`config.mk`:
```
export PLATFORM = sky130hd
export DESIGN_NAME = axis_waypoint_sequencer_flat
export DESIGN_NICKNAME = d
export VERILOG_FILES = /design/src/hw/rtl/aws_pkg.sv /design/src/hw/rtl/aws_if.sv /design/src/hw/rtl/aws_seq.sv /design/src/hw/rtl/axis_waypoint_sequencer.sv /design/src/flat_wrapper.sv
export SDC_FILE = /design/constraint.sdc
export NUM_CORES = 1
export LEC_CHECK = 0
export BUFFER_PORTS_ARGS = -buffer_cell sky130_fd_sc_hd__buf_2
export CAP_MARGIN = 15
export CORE_MARGIN = 1.5
export CORE_UTILIZATION = 55
export DETAILED_ROUTE_END_ITERATION = 8
export PLACE_DENSITY = 0.85
export SLEW_MARGIN = 25
export SYNTH_ARGS = -nofsm -noshare
export SYNTH_HDL_FRONTEND = slang
export SYNTH_SLANG_ARGS = --single-unit
```
`constraint.sdc`:
```
create_clock -name clk -period 5.48 [get_ports clk]
set_input_delay 0.548 -clock clk [delete_from_list [all_inputs] [get_ports clk]]
set_output_delay 0.548 -clock clk [all_outputs]
set_load 0.02 [all_outputs]
```
`src/hw/rtl/aws_pkg.sv`:
```
// ----------------------------------------------------------------------------
// aws_pkg
// shared types, codes and the waypoint table of the axis waypoint sequencer
// ----------------------------------------------------------------------------
`timescale 1ns / 1ps

package aws_pkg;

	// field widths
	localparam int TPOS_W     = 24;
	localparam int VEL_W      = 20;
	localparam int ACC_W      = 28;
	localparam int FAC_W      = 8;
	localparam int WPC_W      = 4;
	localparam int CNT_W      = 3;
	localparam int CODE_W     = 4;
	localparam int MODE_W     = 2;
	localparam int CFG_IDX_W  = 3;
	localparam int CFG_DATA_W = 28;
	localparam int TBL_IDX_W  = 6;

	// parameter defaults
	localparam int DEF_MAX_WAYPOINTS = 8;
	localparam int DEF_POSITION_BITS = 24;

	// request codes on the mode field
	localparam logic [MODE_W-1:0] MODE_NONE  = 2'd0;
	localparam logic [MODE_W-1:0] MODE_HOME  = 2'd1;
	localparam logic [MODE_W-1:0] MODE_START = 2'd2;
	localparam logic [MODE_W-1:0] MODE_STOP  = 2'd3;

	// configuration register indexes
	localparam logic [CFG_IDX_W-1:0] CFG_WP_COUNT   = 3'd0;
	localparam logic [CFG_IDX_W-1:0] CFG_ACC_FACTOR = 3'd1;
	localparam logic [CFG_IDX_W-1:0] CFG_HOME_POS   = 3'd2;
	localparam logic [CFG_IDX_W-1:0] CFG_HOME_VEL   = 3'd3;
	localparam logic [CFG_IDX_W-1:0] CFG_HOME_ACC   = 3'd4;

	// reported state codes
	localparam logic [CODE_W-1:0] SC_ACTIVE = 4'd0;
	localparam logic [CODE_W-1:0] SC_POWER  = 4'd1;
	localparam logic [CODE_W-1:0] SC_HOME   = 4'd2;
	localparam logic [CODE_W-1:0] SC_WAIT   = 4'd3;
	localparam logic [CODE_W-1:0] SC_LOAD   = 4'd4;
	localparam logic [CODE_W-1:0] SC_MOVE1  = 4'd5;
	localparam logic [CODE_W-1:0] SC_MOVE2  = 4'd6;
	localparam logic [CODE_W-1:0] SC_HLOAD  = 4'd7;
	localparam logic [CODE_W-1:0] SC_HMOVE1 = 4'd8;
	localparam logic [CODE_W-1:0] SC_HMOVE2 = 4'd9;
	localparam logic [CODE_W-1:0] SC_STOP   = 4'd10;
	localparam logic [CODE_W-1:0] SC_ERROR  = 4'd11;

	typedef enum logic [11:0] {
		ST_ACTIVE = 12'b0000_0000_0001,
		ST_POWER  = 12'b0000_0000_0010,
		ST_HOME   = 12'b0000_0000_0100,
		ST_WAIT   = 12'b0000_0000_1000,
		ST_LOAD   = 12'b0000_0001_0000,
		ST_MOVE1  = 12'b0000_0010_0000,
		ST_MOVE2  = 12'b0000_0100_0000,
		ST_HLOAD  = 12'b0000_1000_0000,
		ST_HMOVE1 = 12'b0001_0000_0000,
		ST_HMOVE2 = 12'b0010_0000_0000,
		ST_STOP   = 12'b0100_0000_0000,
		ST_ERROR  = 12'b1000_0000_0000
	} state_t;

	typedef struct packed {
		logic [MODE_W-1:0] mode;
		logic              axis_active;
		logic              axis_powered;
		logic              axis_homed;
		logic              axis_error;
		logic              param_ack;
		logic              axis_move_active;
		logic              in_position_done;
		logic              peer_move_active;
		logic              peer_start;
		logic              peer_stop;
	} item_t;

	typedef struct packed {
		logic [CODE_W-1:0]        seq_state;
		logic [CNT_W-1:0]         waypoint_index;
		logic signed [TPOS_W-1:0] target_position;
		logic [VEL_W-1:0]         target_velocity;
		logic [ACC_W-1:0]         target_accel;
		logic                     update_cmd;
		logic                     move_cmd;
		logic                     home_cmd;
	} res_t;

	typedef struct packed {
		logic [WPC_W-1:0]         waypoint_count;
		logic [FAC_W-1:0]         accel_factor;
		logic signed [TPOS_W-1:0] home_position;
		logic [VEL_W-1:0]         home_velocity;
		logic [ACC_W-1:0]         home_accel;
	} cfg_t;

	function automatic logic [CODE_W-1:0] state_code(input state_t st);
		logic [CODE_W-1:0] c;
		case (st)
			ST_ACTIVE: c = SC_ACTIVE;
			ST_POWER:  c = SC_POWER;
			ST_HOME:   c = SC_HOME;
			ST_WAIT:   c = SC_WAIT;
			ST_LOAD:   c = SC_LOAD;
			ST_MOVE1:  c = SC_MOVE1;
			ST_MOVE2:  c = SC_MOVE2;
			ST_HLOAD:  c = SC_HLOAD;
			ST_HMOVE1: c = SC_HMOVE1;
			ST_HMOVE2: c = SC_HMOVE2;
			ST_STOP:   c = SC_STOP;
			default:   c = SC_ERROR;
		endcase
		return c;
	endfunction

	// waypoint positions, hundredths of a unit
	function automatic logic [31:0] wp_position(input logic [TBL_IDX_W-1:0] idx);
		logic [31:0] v;
		case (idx)
			6'd0:    v = 32'd70000;
			6'd1:    v = 32'd30000;
			6'd2:    v = 32'd60000;
			6'd3:    v = 32'd20000;
			6'd4:    v = 32'd75000;
			6'd5:    v = 32'd40000;
			default: v = 32'd0;
		endcase
		return v;
	endfunction

	// waypoint velocities, hundredths per second
	function automatic logic [VEL_W-1:0] wp_velocity(input logic [TBL_IDX_W-1:0] idx);
		logic [VEL_W-1:0] v;
		case (idx)
			6'd0:    v = 20'd30000;
			6'd1:    v = 20'd28000;
			6'd2:    v = 20'd13000;
			6'd3:    v = 20'd20000;
			6'd4:    v = 20'd13000;
			6'd5:    v = 20'd29000;
			default: v = 20'd0;
		endcase
		return v;
	endfunction

endpackage

```
`src/hw/rtl/aws_if.sv`:
```
// ----------------------------------------------------------------------------
// aws channel interfaces
// status item, result item and configuration write channels
// ----------------------------------------------------------------------------
`timescale 1ns / 1ps

interface aws_item_if;
	logic           valid;
	logic           ready;
	aws_pkg::item_t data;

	modport source (output valid, output data, input ready);
	modport sink (input valid, input data, output ready);
endinterface

interface aws_res_if;
	logic          valid;
	logic          ready;
	aws_pkg::res_t data;

	modport source (output valid, output data, input ready);
	modport sink (input valid, input data, output ready);
endinterface

interface aws_cfg_if;
	logic                               valid;
	logic                               ready;
	logic [aws_pkg::CFG_IDX_W-1:0]  index;
	logic [aws_pkg::CFG_DATA_W-1:0] wdata;

	modport source (output valid, output index, output wdata, input ready);
	modport sink (input valid, input index, input wdata, output ready);
endinterface

```
`src/hw/rtl/aws_seq.sv`:
```
// ----------------------------------------------------------------------------
// aws_seq
// sequencer state, command latches, held targets and the waypoint table port
// ----------------------------------------------------------------------------
`timescale 1ns / 1ps

module aws_seq #(
	parameter int MAX_WAYPOINTS = aws_pkg::DEF_MAX_WAYPOINTS,
	parameter int POSITION_BITS = aws_pkg::DEF_POSITION_BITS
) (
	input  logic          clk,
	input  logic          arst_n,
	input  logic          accept,
	input  aws_pkg::item_t item,
	input  aws_pkg::cfg_t  cfg,
	output aws_pkg::res_t  res
);
	import aws_pkg::*;

	localparam int AW = (MAX_WAYPOINTS > 1) ? $clog2(MAX_WAYPOINTS) : 1;
	localparam logic [TPOS_W-1:0] POS_KEEP = (POSITION_BITS >= TPOS_W) ? {TPOS_W{1'b1}} :
		TPOS_W'((64'd1 << POSITION_BITS) - 64'd1);

	state_t st_q, st_n;
	logic [CNT_W-1:0] cnt_q, cnt_n, cnt_rd;
	logic home_req_q, start_req_q, stop_req_q;
	logic home_req_n, start_req_n, stop_req_n;
	logic upd_q, mv_q, hl_q, upd_n, mv_n, hl_n;
	logic [TPOS_W-1:0] pos_q, pos_n;
	logic [VEL_W-1:0] vel_q, vel_n;
	logic [ACC_W-1:0] acc_q, acc_n;

	// registered table read port, always holds the entry at the counter
	logic [AW-1:0] rd_addr;
	logic [TPOS_W-1:0] tbl_pos_q;
	logic [VEL_W-1:0] tbl_vel_q;
	logic [ACC_W-1:0] tbl_acc;

	logic [WPC_W-1:0] eff_cnt;
	logic [WPC_W-1:0] cnt_inc;

	always_comb begin
		if (cfg.waypoint_count == '0) begin
			eff_cnt = WPC_W'(1);
		end else if (32'(cfg.waypoint_count) > MAX_WAYPOINTS) begin
			eff_cnt = WPC_W'(MAX_WAYPOINTS);
		end else begin
			eff_cnt = cfg.waypoint_count;
		end
	end

	assign cnt_inc = {1'b0, cnt_q} + WPC_W'(1);
	assign tbl_acc = {{(ACC_W-VEL_W){1'b0}}, tbl_vel_q} * {{(ACC_W-FAC_W){1'b0}}, cfg.accel_factor};

	always_comb begin
		home_req_n  = home_req_q  | (item.mode == MODE_HOME);
		start_req_n = start_req_q | (item.mode == MODE_START);
		stop_req_n  = stop_req_q  | (item.mode == MODE_STOP);
		st_n  = st_q;
		cnt_n = cnt_q;
		upd_n = upd_q;
		mv_n  = mv_q;
		hl_n  = hl_q;
		pos_n = pos_q;
		vel_n = vel_q;
		acc_n = acc_q;
		case (st_q)
			ST_ACTIVE: begin
				if (item.axis_active) st_n = ST_POWER;
			end
			ST_POWER: begin
				if (item.axis_powered) st_n = ST_HOME;
			end
			ST_HOME: begin
				if (item.axis_homed) begin
					hl_n = 1'b0;
					home_req_n = 1'b0;
					st_n = ST_WAIT;
				end
			end
			ST_WAIT: begin
				if (home_req_n) st_n = ST_HLOAD;
				// start wins over home
				if (start_req_n || item.peer_start) begin
					cnt_n = '0;
					st_n = ST_LOAD;
				end
			end
			ST_LOAD: begin
				pos_n = tbl_pos_q;
				vel_n = tbl_vel_q;
				acc_n = tbl_acc;
				upd_n = 1'b1;
				if (item.param_ack) st_n = ST_MOVE1;
			end
			ST_MOVE1: begin
				if (item.peer_move_active) begin
					mv_n = 1'b1;
					if (item.axis_move_active) st_n = ST_MOVE2;
				end
			end
			ST_MOVE2: begin
				if (stop_req_n || item.peer_stop) begin
					st_n = ST_STOP;
				end else if (item.in_position_done) begin
					mv_n = 1'b0;
					if (cnt_inc >= eff_cnt) begin
						st_n = ST_WAIT;
					end else begin
						cnt_n = cnt_q + CNT_W'(1);
						st_n = ST_LOAD;
					end
				end
			end
			ST_HLOAD: begin
				pos_n = cfg.home_position & POS_KEEP;
				vel_n = cfg.home_velocity;
				acc_n = cfg.home_accel;
				upd_n = 1'b1;
				if (item.param_ack) st_n = ST_HMOVE1;
			end
			ST_HMOVE1: begin
				mv_n = 1'b1;
				if (item.axis_move_active) st_n = ST_HMOVE2;
			end
			ST_HMOVE2: begin
				if (item.in_position_done) begin
					mv_n = 1'b0;
					home_req_n = 1'b0;
					st_n = ST_WAIT;
				end
			end
			ST_STOP: begin
				stop_req_n = 1'b0;
				start_req_n = 1'b0;
				mv_n = 1'b0;
				if (!item.axis_move_active) st_n = ST_WAIT;
			end
			default: begin
				home_req_n = 1'b0;
				upd_n = 1'b0;
				stop_req_n = 1'b0;
				start_req_n = 1'b0;
				mv_n = 1'b0;
				st_n = item.axis_error ? ST_ERROR : ST_WAIT;
			end
		endcase
		if (home_req_n && !item.axis_homed) hl_n = 1'b1;
		if (item.axis_error) st_n = ST_ERROR;
	end

	// read ahead at the counter value that the next cycle will hold
	assign cnt_rd = accept ? cnt_n : cnt_q;
	assign rd_addr = (32'(cnt_rd) >= MAX_WAYPOINTS) ? '0 : AW'(cnt_rd);

	always_ff @(posedge clk) begin
		tbl_pos_q <= POS_KEEP & TPOS_W'(wp_position(TBL_IDX_W'(rd_addr)));
		tbl_vel_q <= wp_velocity(TBL_IDX_W'(rd_addr));
	end

	always_ff @(posedge clk or negedge arst_n) begin
		if (!arst_n) begin
			st_q <= ST_ACTIVE;
			cnt_q <= '0;
			home_req_q <= 1'b0;
			start_req_q <= 1'b0;
			stop_req_q <= 1'b0;
			upd_q <= 1'b0;
			mv_q <= 1'b0;
			hl_q <= 1'b0;
			pos_q <= '0;
			vel_q <= '0;
			acc_q <= '0;
		end else if (accept) begin
			st_q <= st_n;
			cnt_q <= cnt_n;
			home_req_q <= home_req_n;
			start_req_q <= start_req_n;
			stop_req_q <= stop_req_n;
			upd_q <= upd_n;
			mv_q <= mv_n;
			hl_q <= hl_n;
			pos_q <= pos_n;
			vel_q <= vel_n;
			acc_q <= acc_n;
		end
	end

	always_comb begin
		res.seq_state = state_code(st_n);
		res.waypoint_index = cnt_n;
		res.target_position = pos_n;
		res.target_velocity = vel_n;
		res.target_accel = acc_n;
		res.update_cmd = upd_n;
		res.move_cmd = mv_n;
		res.home_cmd = hl_n;
	end

	a_err_forces: assert property (@(posedge clk) disable iff (!arst_n)
		(accept && item.axis_error) |=> (st_q == ST_ERROR))
		else $error("axis error did not force the error state");

	a_load_sets_update: assert property (@(posedge clk) disable iff (!arst_n)
		(accept && st_q == ST_LOAD) |=> upd_q)
		else $error("update request not raised after a waypoint load");

	a_homed_to_wait: assert property (@(posedge clk) disable iff (!arst_n)
		(accept && st_q == ST_HOME && item.axis_homed && !item.axis_error)
		|=> (st_q == ST_WAIT && !home_req_q))
		else $error("homed axis did not reach wait with home request cleared");

endmodule

```
`src/hw/rtl/axis_waypoint_sequencer.sv`:
```
// ----------------------------------------------------------------------------
// axis_waypoint_sequencer
// One status transaction per control tick steps the sequencer and yields one
// result transaction showing the state after that tick. Items are taken at one
// per clock while the skid entry is free: the per-tick transition is a single
// registered step, and the waypoint table is read through a registered port
// addressed ahead with the counter value the next tick will see, so a load never
// waits on the table. The result of an item appears in the output register
// on the cycle after its acceptance when that register is free or being
// taken, otherwise it waits in the skid entry; this two-entry output buffer
// (output register plus skid) keeps input ready high while one result waits,
// and ready drops only when both entries are full. Configuration transactions
// are always taken and should only be issued while no result is outstanding.
// ----------------------------------------------------------------------------
`timescale 1ns / 1ps

module axis_waypoint_sequencer #(
	parameter int MAX_WAYPOINTS = aws_pkg::DEF_MAX_WAYPOINTS,
	parameter int POSITION_BITS = aws_pkg::DEF_POSITION_BITS
) (
	input logic       clk,
	input logic       arst_n,
	aws_item_if.sink  item,
	aws_res_if.source result,
	aws_cfg_if.sink   cfg
);
	import aws_pkg::*;

	cfg_t cfg_q;
	res_t res_next;
	res_t out_q, skid_q;
	logic out_vld_q, skid_vld_q;
	logic acc_in, take;

	// configuration registers, writes beyond the list are dropped
	assign cfg.ready = 1'b1;

	always_ff @(posedge clk or negedge arst_n) begin
		if (!arst_n) begin
			cfg_q.waypoint_count <= WPC_W'(6);
			cfg_q.accel_factor <= FAC_W'(10);
			cfg_q.home_position <= TPOS_W'(40000);
			cfg_q.home_velocity <= VEL_W'(10000);
			cfg_q.home_accel <= ACC_W'(100000);
		end else if (cfg.valid && cfg.ready) begin
			case (cfg.index)
				CFG_WP_COUNT:   cfg_q.waypoint_count <= cfg.wdata[WPC_W-1:0];
				CFG_ACC_FACTOR: cfg_q.accel_factor <= cfg.wdata[FAC_W-1:0];
				CFG_HOME_POS:   cfg_q.home_position <= cfg.wdata[TPOS_W-1:0];
				CFG_HOME_VEL:   cfg_q.home_velocity <= cfg.wdata[VEL_W-1:0];
				CFG_HOME_ACC:   cfg_q.home_accel <= cfg.wdata[ACC_W-1:0];
				default: ;
			endcase
		end
	end

	// handshake: accept while the skid entry is free
	assign item.ready = !skid_vld_q;
	assign acc_in = item.valid && item.ready;
	assign take = result.valid && result.ready;

	// sequencer core, steps once per accepted transaction
	aws_seq #(
		.MAX_WAYPOINTS(MAX_WAYPOINTS),
		.POSITION_BITS(POSITION_BITS)
	) u_seq (
		.clk(clk),
		.arst_n(arst_n),
		.accept(acc_in),
		.item(item.data),
		.cfg(cfg_q),
		.res(res_next)
	);

	// output buffer control
	always_ff @(posedge clk or negedge arst_n) begin
		if (!arst_n) begin
			out_vld_q <= 1'b0;
			skid_vld_q <= 1'b0;
		end else if (take) begin
			if (skid_vld_q) begin
				skid_vld_q <= 1'b0;
			end else begin
				out_vld_q <= acc_in;
			end
		end else if (acc_in) begin
			if (out_vld_q) begin
				skid_vld_q <= 1'b1;
			end else begin
				out_vld_q <= 1'b1;
			end
		end
	end

	// output buffer payload
	always_ff @(posedge clk) begin
		if (take) begin
			if (skid_vld_q) begin
				out_q <= skid_q;
			end else if (acc_in) begin
				out_q <= res_next;
			end
		end else if (acc_in) begin
			if (out_vld_q) begin
				skid_q <= res_next;
			end else begin
				out_q <= res_next;
			end
		end
	end

	assign result.valid = out_vld_q;
	assign result.data = out_q;

	a_skid_behind_out: assert property (@(posedge clk) disable iff (!arst_n)
		skid_vld_q |-> out_vld_q)
		else $error("skid entry filled while output register is empty");

	a_stall_fills_skid: assert property (@(posedge clk) disable iff (!arst_n)
		(acc_in && out_vld_q && !take) |=> skid_vld_q)
		else $error("transaction accepted under stall was not buffered");

	a_accept_shows: assert property (@(posedge clk) disable iff (!arst_n)
		acc_in |=> out_vld_q)
		else $error("accepted transaction produced no result");

endmodule
```
`src/flat_wrapper.sv`:
```
// flat-port wrapper written by rule: the top's interface ports become plain ports
module axis_waypoint_sequencer_flat import aws_pkg::*;
#(
	parameter int MAX_WAYPOINTS = aws_pkg::DEF_MAX_WAYPOINTS,
	parameter int POSITION_BITS = aws_pkg::DEF_POSITION_BITS
)
  (clk, arst_n, item_valid, item_data, item_ready, result_valid, result_data, result_ready, cfg_valid, cfg_index, cfg_wdata, cfg_ready);
  aws_item_if item_i ();
  aws_res_if result_i ();
  aws_cfg_if cfg_i ();
  input logic clk;
  input logic arst_n;
  input wire logic [$bits(item_i.valid)-1:0] item_valid;
  input wire logic [$bits(item_i.data)-1:0] item_data;
  output wire logic [$bits(item_i.ready)-1:0] item_ready;
  output wire logic [$bits(result_i.valid)-1:0] result_valid;
  output wire logic [$bits(result_i.data)-1:0] result_data;
  input wire logic [$bits(result_i.ready)-1:0] result_ready;
  input wire logic [$bits(cfg_i.valid)-1:0] cfg_valid;
  input wire logic [$bits(cfg_i.index)-1:0] cfg_index;
  input wire logic [$bits(cfg_i.wdata)-1:0] cfg_wdata;
  output wire logic [$bits(cfg_i.ready)-1:0] cfg_ready;
  assign item_i.valid = item_valid;
  assign item_i.data = item_data;
  assign item_ready = item_i.ready;
  assign result_valid = result_i.valid;
  assign result_data = result_i.data;
  assign result_i.ready = result_ready;
  assign cfg_i.valid = cfg_valid;
  assign cfg_i.index = cfg_index;
  assign cfg_i.wdata = cfg_wdata;
  assign cfg_ready = cfg_i.ready;
  axis_waypoint_sequencer #(.MAX_WAYPOINTS(MAX_WAYPOINTS), .POSITION_BITS(POSITION_BITS)) u_core (.clk(clk), .arst_n(arst_n), .item(item_i), .result(result_i), .cfg(cfg_i));
endmodule
```
==> summary.txt, run 1 <==
DR iter-0 viols -> 1,285
Port Buffers -> 131
PD cells -> 706 nW/um^2
initial antenna violation count -> 2
TritonCTS clock tree -> yes
Slew Viols, Final -> 0
Synth Flop Type -> edfxtp_1
Synth cell types -> 83
WL/cell -> 21.2 um
Via-to-Cell Ratio -> 5.92
area fraction of the dominant cell type after synthesis -> 26.6%
# clock sinks -> 366
GRT overflow -> 0
H-tree lvl count -> 2
syn_area_per_cell -> 11.1 sq um
pin count of the biggest net entering global routing -> 118
top cells by area, synth -> edfxtp_1, dfrtp_1, fa_1
first-pass GRT wire length -> 75.4 mm
DRC viols -> 0
vias in the first global route -> 13,400
dpl cells -> 2,184
Worst path slowest cell -> dfstp_2
CP cell instances -> and2_1, fa_1, fa_1, inv_1, fa_1, inv_1, fa_1, ha_1, a41oi_1, o21a_1, nor3b_1, a211o_1, nand3b_1, xor2_1, a222oi_1, buf_4, a21oi_1
NumNets Final -> 1,940
Fin Clk Skew -> 0.0229 ns
Rel. slew slack -> 40.4%
Layout area overhead -> 13.0%
CP Data Arrival Time -> 5.43 ns
Design Area, Final -> 20,900 sq um
syn_nets -> 1,830
placed cell areas -> 19,600 sq um
DRT Pass-1 Iters -> 6
Seq/Total Area, Yosys -> 53.4%
CTS buffer count -> 38
RR Startpoint -> u_core.cfg_q[75]$_DFFE_PN1P_
critical setup path kind -> register to register
CP Launch Type -> register
DR vias -> 13,400
crit-path leading delay family -> adder cells
R2R Setup Slk -> 0.31 ns
CORE AREA -> 32,900 sq um
worst skew pair latency -> 0.54 ns
area of the mapped netlist -> 18,500 sq um
Setup-failing EPs final -> 0
CP endpoint kind -> register
min cycle time layout -> 5.17 ns
worst-path fanout max -> 12
crit share post-route -> 94.4%
max incr delay on CP -> 0.65 ns
buffers and inverters on the worst path -> 3
pre-CTS WS -> 0.264 ns
Clock Path Buffers -> 3
post-route ant nets -> 0
fin worst setup slack -> 0.309 ns
Clock Pin Slew Worst Setup and Hold Paths -> 0.06 ns
Synth async-reset ratio -> 48.9%
Synth area leader -> edfxtp_1
status -> complete, no violations
number of cell rows -> 66
CP required -> 5.74 ns
Tot GR Track Use -> 27.8%
leak pwr -> 9.51 nW
fillers -> 2,566
reg2reg end -> u_core.result.data[24]$_DFFE_PP_
reg2reg path depth -> 17
CP dominant cell by count -> fa_1
final hold viol count -> 0
EDFF count, synth -> 164
footprint of the multi-input gates -> 7690 sq um
FF+latch area -> 9890 sq um
clock root cell -> clkbuf_16
RSZ-0062 raised after global routing -> no
Worst-Margin Slew -> 0.895 ns
Mapped Cells -> 1,673
Achievable Freq -> 193 MHz
max_cap viols -> 0
Syn. warnings -> 0
Layout Cells excl Fill -> 2,256
Setup TNS Final -> 0 ns
Die W -> 186 um
Die H -> 186 um
Worst Hold Class -> primary input to asynchronous set/reset pin
die area -> 34,800 sq um
VDD IR max -> 0.719 mV
Post-Route WL -> 47.9 mm
Synth Register Bits -> 366
gpl congestion -> 0.921
I/O pins -> 133
layout cells sized above 1 -> 20.3%
Initial Utilization -> 56.3%
DPL Wire Length -> 32.9 mm
## cell families (layout without fill, tap and decap cells)
group                    count (synthesis)  in the layout  synth area share, %
other                                    1              2               0.0203
multiplexers                            96             96                 5.85
AND/OR/NAND/NOR                        439            439                 11.5
AO/OA/AOI/OAI                          389            389                 13.1
XOR/XNOR                                18             18                0.852
adder cells (fa/ha/maj)                109            109                 9.80
buffers and inverters                  255            395                 5.41
flip-flops                             366            366                 53.4
## metrics by stage
stage / util [%] / power (mW) / hold slack [ns]
after floorplan: - / 9.70 / 0.252
after global routing: 63.6 / 15.9 / 0.0659
after detailed placement: 59.7 / 12.0 / 0.471
after global placement: 59.7 / 11.7 / 0.462
after CTS: 63.6 / 14.6 / 0.0461
final: 63.7 / 14.8 / 0.0129
## cell usage after synthesis (21+ instances only)
master / count
and2_1: 54
dfrtp_1: 158
edfxtp_1: 164
dfxtp_1: 23
mux2_2: 91
a22oi_1: 29
nor2_1: 113
nand2_1: 166
a22o_1: 27
clkbuf_1: 68
fa_1: 60
a21oi_1: 134
ha_1: 49
o21ai_0: 101
inv_1: 164
dfstp_2: 21
## flip-flops by register name (all words and copies together) (netlist names)
signal / flops
u_core.cfg_q: 84
u_core.result.data: 82
u_core.skid_q: 82
u_core.u_seq.acc_q: 28
u_core.u_seq.pos_q: 24
u_core.u_seq.vel_q: 20
u_core.u_seq.st_q: 12
u_core.u_seq.tbl_pos_q: 12
u_core.u_seq.tbl_vel_q: 11
u_core.u_seq.cnt_q: 3
u_core.result.valid: 1
u_core.skid_vld_q: 1
u_core.u_seq.hl_q: 1
u_core.u_seq.home_req_q: 1
u_core.u_seq.mv_q: 1
u_core.u_seq.start_req_q: 1
u_core.u_seq.stop_req_q: 1
u_core.u_seq.upd_q: 1
## layout make-up
| type | instances | share of cell area, % |
|---|---|---|
| multi-input cells | 1052 | 36.8 |
| inverters | 164 | 2.94 |
| diodes | 1 | 0.0120 |
| clock buffers | 58 | 5.40 |
| repair buffers | 161 | 4.32 |
| clock inverters | 12 | 0.640 |
| flip-flops and latches | 366 | 47.3 |
| well taps | 442 | 2.64 |
## worst reg2reg max path, delay by kind of cell, from the launching register on
family / cells / cell delay [ns]
flops: 1 / 0.65
buf+inv: 3 / 0.28
xor+xnor: 1 / 0.16
fa+ha+maj: 5 / 2.31
simple gates: 3 / 0.55
compound gates: 5 / 0.96
## where the power goes
group | leakage (nW) | switching [mW] | internal [mW]
Clock | 0.610 | 1.08 | 1.53
Combinational | 4.87 | 4.88 | 3.07
Sequential | 4.04 | 0.432 | 3.78
Total | 9.51 | 6.39 | 8.39
## worst max-delay path by stage
stage,end,cells after the start,from
3_3_place_gp,u_core.result.data[25]$_DFFE_PP_,18,u_core.cfg_q[76]$_DFFE_PN0P_
6_report,u_core.result.data[24]$_DFFE_PP_,17,u_core.cfg_q[75]$_DFFE_PN1P_
2_1_floorplan,u_core.result.data[25]$_DFFE_PP_,19,u_core.cfg_q[74]$_DFFE_PN0P_
3_5_place_dp,u_core.result.data[27]$_DFFE_PP_,18,u_core.cfg_q[76]$_DFFE_PN0P_
4_1_cts,u_core.result.data[27]$_DFFE_PP_,18,u_core.cfg_q[76]$_DFFE_PN0P_
5_1_grt,u_core.result.data[27]$_DFFE_PP_,18,u_core.u_seq.tbl_vel_q[10]$_DFF_P_
## per-layer routing
| metal | up-vias | track usage [%] | wire, um |
|---|---|---|---|
| met5 | - | 0 | 30 |
| met3 | 89 | 4.55 | 3190 |
| li1 | 6047 | - | - |
| met1 | 6656 | 38.2 | 20200 |
| met4 | 4 | 7.91 | 1290 |
| met2 | 568 | 45.9 | 23200 |
## layout by cell type, fill, tap and decap left out, types with 10 or more instances in the layout
cell / n
a221oi_1: 11
clkbuf_16: 41
nand2b_1: 10
a22o_1: 27
buf_4: 28
and2_1: 54
o21ai_1: 13
nor3_1: 16
fa_1: 60
o21ai_0: 100
mux2_2: 91
nor2_1: 111
nand2_1: 165
edfxtp_1: 164
buf_2: 130
clkbuf_1: 13
inv_1: 164
ha_1: 49
a21oi_1: 133
dfxtp_1: 23
dfrtp_1: 157
dfstp_2: 21
a22oi_1: 29
nand3_1: 16
## timing repair
action / CTS / global route
endpoints found under the setup margin: 0 / 17
resized for setup: 0 / 5
hold buffers: 0 / 0
setup buffers: 0 / 1
Note: power is estimated with default switching activity, not from simulation.
==> run 2, diff against run 1 <==
--- a/config.mk
+++ b/config.mk
@@ -6,7 +6,7 @@
 export NUM_CORES = 1
 export LEC_CHECK = 0
 export BUFFER_PORTS_ARGS = -buffer_cell sky130_fd_sc_hd__buf_2
-export CAP_MARGIN = 15
+export CAP_MARGIN = 25
 export CORE_MARGIN = 1.5
 export CORE_UTILIZATION = 55
 export DETAILED_ROUTE_END_ITERATION = 8
@@ -14,4 +14,5 @@
 export SLEW_MARGIN = 25
 export SYNTH_ARGS = -nofsm -noshare
 export SYNTH_HDL_FRONTEND = slang
+export SYNTH_HIERARCHICAL = 1
 export SYNTH_SLANG_ARGS = --single-unit
==> run 2 against run 1 <==
Design area about the same; register-to-register slack got worse by 0.22 ns; synthesized cell count decreased by 14%; utilization increased by 0.33 points; clock skew increased by 0.0014 ns; setup slack got worse by 0.22 ns; combinational power decreased by 37%; global-route usage decreased by 0.16 points; first-iteration DRC count decreased by 6.1%; count of clock-buffer cells in the layout decreased by 9; sequential power decreased by 4%; largest cell class unchanged.
==> summary.txt, run 2 <==
status -> complete, no violations (unchanged)
met3 Resource Use GR -> 5.26% (was 4.55%)
Rel. slew slack -> 36.9% (was 40.4%)
syn_area_per_cell -> 12.7 sq um (was 11.1 sq um)
Design Area, Final -> 20,900 sq um (about the same)
Setup-failing EPs final -> 0 (unchanged)
Achievable Freq -> 185 MHz (was 193 MHz)
Slew Viols, Final -> 0 (unchanged)
gpl congestion -> 0.933 (was 0.921)
Via-to-Cell Ratio -> 6.04 (was 5.92)
max_cap viols -> 0 (unchanged)
area of the mapped netlist -> 18,400 sq um (was 18,500 sq um)
max reg flops -> 84 (unchanged)
DRC viols -> 0 (unchanged)
Syn. warnings -> 6 (was 0)
Worst Hold Class -> primary input to asynchronous set/reset pin (unchanged)
CP endpoint kind -> register (unchanged)
Clock Pin Slew Worst Setup and Hold Paths -> 0.07 ns (was 0.06 ns)
worst-path fanout max -> 11 (was 12)
vias in the first global route -> 12,500 (was 13,400)
H-tree lvl count -> 2 (unchanged)
placed cell areas -> 19,700 sq um (was 19,600 sq um)
CP Data Arrival Time -> 5.65 ns (was 5.43 ns)
RR Startpoint -> u_core/cfg_q[75]$_DFFE_PN1P_ (was u_core.cfg_q[75]$_DFFE_PN1P_)
post-route ant nets -> 0 (unchanged)
Fin Clk Skew -> 0.0243 ns (was 0.0229 ns)
reg2reg end -> u_core/result.data[24]$_DFFE_PP_ (was u_core.result.data[24]$_DFFE_PP_)
first-pass GRT wire length -> 72.5 mm (was 75.4 mm)
number of cell rows -> 66 (unchanged)
EDFF count, synth -> 164 (unchanged)
Initial Utilization -> 56.2% (was 56.3%)
VDD IR max -> 0.443 mV (was 0.719 mV)
crit share post-route -> 98.4% (was 94.4%)
pin count of the biggest net entering global routing -> 97 (was 118)
Seq/Total Area, Yosys -> 53.8% (was 53.4%)
CORE AREA -> 32,700 sq um (was 32,900 sq um)
area fraction of the dominant cell type after synthesis -> 26.8% (was 26.6%)
M1 GR Usage -> 37.6% (was 38.2%)
met2 Usage GRT -> 44.8% (was 45.9%)
Synth async-reset ratio -> 48.9% (unchanged)
Worst-Margin Slew -> 0.945 ns (was 0.895 ns)
Synth area leader -> edfxtp_1 (unchanged)
Biggest register -> u_core/cfg_q (was u_core.cfg_q)
layout cells sized above 1 -> 25.0% (was 20.3%)
# clock sinks -> 366 (unchanged)
Port Buffers -> 131 (unchanged)
DPL Wire Length -> 31.5 mm (was 32.9 mm)
Tot GR Track Use -> 27.6% (was 27.8%)
clock root cell -> clkbuf_16 (unchanged)
CP Launch Type -> register (unchanged)
most frequent cell after synthesis -> edfxtp_1 (was nand2_1)
syn_nets -> 1,603 (was 1,830)
Die W -> 186 um (about the same)
DRT Pass-1 Iters -> 5 (was 6)
Synth Flop Type -> edfxtp_1 (unchanged)
top cells by area, synth -> edfxtp_1, dfrtp_1, fa_1 (unchanged)
Antenna Diode Count -> 0 (was 1)
I/O pins -> 133 (unchanged)
most frequent cells in the layout -> edfxtp_1, dfrtp_1, nand2_1 (was nand2_1, inv_1, edfxtp_1)
Synth Register Bits -> 366 (unchanged)
buffers and inverters on the worst path -> 5 (was 3)
# hold bufs at CTS -> 0 (unchanged)
leak pwr -> 9.03 nW (was 9.51 nW)
worst skew pair latency -> 0.53 ns (was 0.54 ns)
Die H -> 186 um (about the same)
max incr delay on CP -> 0.55 ns (was 0.65 ns)
final hold viol count -> 0 (unchanged)
WL/cell -> 22.8 um (was 21.2 um)
DR vias -> 12,400 (was 13,400)
CP required -> 5.74 ns (about the same)
PD cells -> 551 nW/um^2 (was 706 nW/um^2)
crit-path leading delay family -> adder cells (unchanged)
CP dominant cell by count -> fa_1 (unchanged)
reg2reg path depth -> 20 (was 17)
TritonCTS clock tree -> yes (unchanged)
die area -> 34,500 sq um (was 34,800 sq um)
Post-Route WL -> 46.7 mm (was 47.9 mm)
Commonest cells post-synth -> edfxtp_1, dfrtp_1, nand2_1, mux2_1, mux2_2 (was nand2_1, edfxtp_1, inv_1, dfrtp_1, a21oi_1)
Layout area overhead -> 13.8% (was 13.0%)
NumNets Final -> 1,738 (was 1,940)
CTS buffer count -> 36 (was 38)
Synth cell types -> 75 (was 83)
DR iter-0 viols -> 1,207 (was 1,285)
busiest grt layer -> met2 (unchanged)
CP cell instances -> buf_6, nand2_1, fa_1, inv_1, fa_1, fa_1, inv_1, fa_1, inv_1, ha_1, buf_4, nand2_1, nor3_1, o21ai_0, o21ai_1, o41a_1, xor2_1, a22o_1, a21o_1, mux2_1 (was and2_1, fa_1, fa_1, inv_1, fa_1, inv_1, fa_1, ha_1, a41oi_1, o21a_1, nor3b_1, a211o_1, nand3b_1, xor2_1, a222oi_1, buf_4, a21oi_1)
initial antenna violation count -> 1 (was 2)
fin worst setup slack -> 0.0868 ns (was 0.309 ns)
pre-CTS WS -> -0.0258 ns (was 0.264 ns)
Clock Path Buffers -> 3 (unchanged)
R2R Setup Slk -> 0.09 ns (was 0.31 ns)
fillers -> 2,406 (was 2,566)
Mapped Cells -> 1,446 (was 1,673)
most common cell after layout, fill and taps aside -> edfxtp_1 (was nand2_1)
Worst path slowest cell -> fa_1 (was dfstp_2)
GRT overflow -> 0 (unchanged)
critical setup path kind -> register to register (unchanged)
min cycle time layout -> 5.39 ns (was 5.17 ns)
run 2: worst reg2reg max path, delay by kind of cell (launching register included):
family	cells	cell delay [ns]
flops	1	0.54
simple gates	3	0.27
compound gates	5	1.07
fa+ha+maj	5	2.35
mux	1	0.30
xor+xnor	1	0.16
buf+inv	5	0.44
run 2: logic make-up (layout without fill, tap and decap cells):
logic type	after synthesis	count (layout)	synth area share, %
other	1	1	0.0204
adder cells (fa/ha/maj)	109	109	9.86
multiplexers	216	216	13.6
AND/OR/NAND/NOR	344	344	9.47
XOR/XNOR	22	22	1.05
AO/OA/AOI/OAI	225	225	8.45
buffers and inverters	163	326	3.75
flip-flops	366	366	53.8
run 2: worst max-delay path by stage:
stage / from / to / cells past startpoint
after detailed placement: u_core/cfg_q[79]$_DFFE_PN0P_ / u_core/result.data[25]$_DFFE_PP_ / 18
after global routing: u_core/cfg_q[75]$_DFFE_PN1P_ / u_core/result.data[25]$_DFFE_PP_ / 18
after floorplan: u_core/cfg_q[75]$_DFFE_PN1P_ / u_core/result.data[25]$_DFFE_PP_ / 18
after CTS: u_core/cfg_q[75]$_DFFE_PN1P_ / u_core/result.data[24]$_DFFE_PP_ / 19
final: u_core/cfg_q[75]$_DFFE_PN1P_ / u_core/result.data[24]$_DFFE_PP_ / 20
after global placement: u_core/cfg_q[79]$_DFFE_PN0P_ / u_core/result.data[25]$_DFFE_PP_ / 18
run 2: metrics by stage:
stage               instances  power, mW  TNS (ns)  utilization, %  hold slack [ns]
floorplan                1446       7.35         0               -            0.252
global placement         1984       8.58         0            60.1            0.468
finish                   2051       11.5         0            64.0           0.0811
CTS                      2050       11.3         0            63.7            0.169
global route             2051       12.2   -0.0210            64.0            0.163
detailed placement       1984       8.76   -0.0258            60.1            0.476
run 2: per-layer routing:
layer / part of all wire, % / up-vias
met5: 0 / -
met4: 2.9 / 0
met3: 7.8 / 101
met2: 48 / 608
met1: 41 / 6231
li1: - / 5439
run 2: layout make-up:
| type | instances | area, sq um | share of cell area, % |
|---|---|---|---|
| Multi-Input combinational cell | 917 | 7960 | 38.1 |
| Sequential cell | 366 | 9890 | 47.3 |
| Clock inverter | 17 | 170 | 0.813 |
| Tap cell | 442 | 553 | 2.64 |
| Clock buffer | 49 | 1000 | 4.78 |
| Timing Repair Buffer | 179 | 1040 | 4.95 |
| Inverter | 81 | 307 | 1.47 |
run 2: timing repair:
action                                  4_1_cts  5_1_grt
pin swaps                                     0       11
gates cloned                                  0        0
endpoints found under the setup margin        1        8
gates resized for setup                       1       20
setup buffers                                 0        1
run 2: power by group:
| part | leakage, nW | internal [mW] | switching (mW) |
|---|---|---|---|
| Sequential | 3.84 | 3.72 | 0.332 |
| Combinational | 4.62 | 2.04 | 3.00 |
| Clock | 0.572 | 1.39 | 1.05 |
| Total | 9.03 | 7.16 | 4.38 |
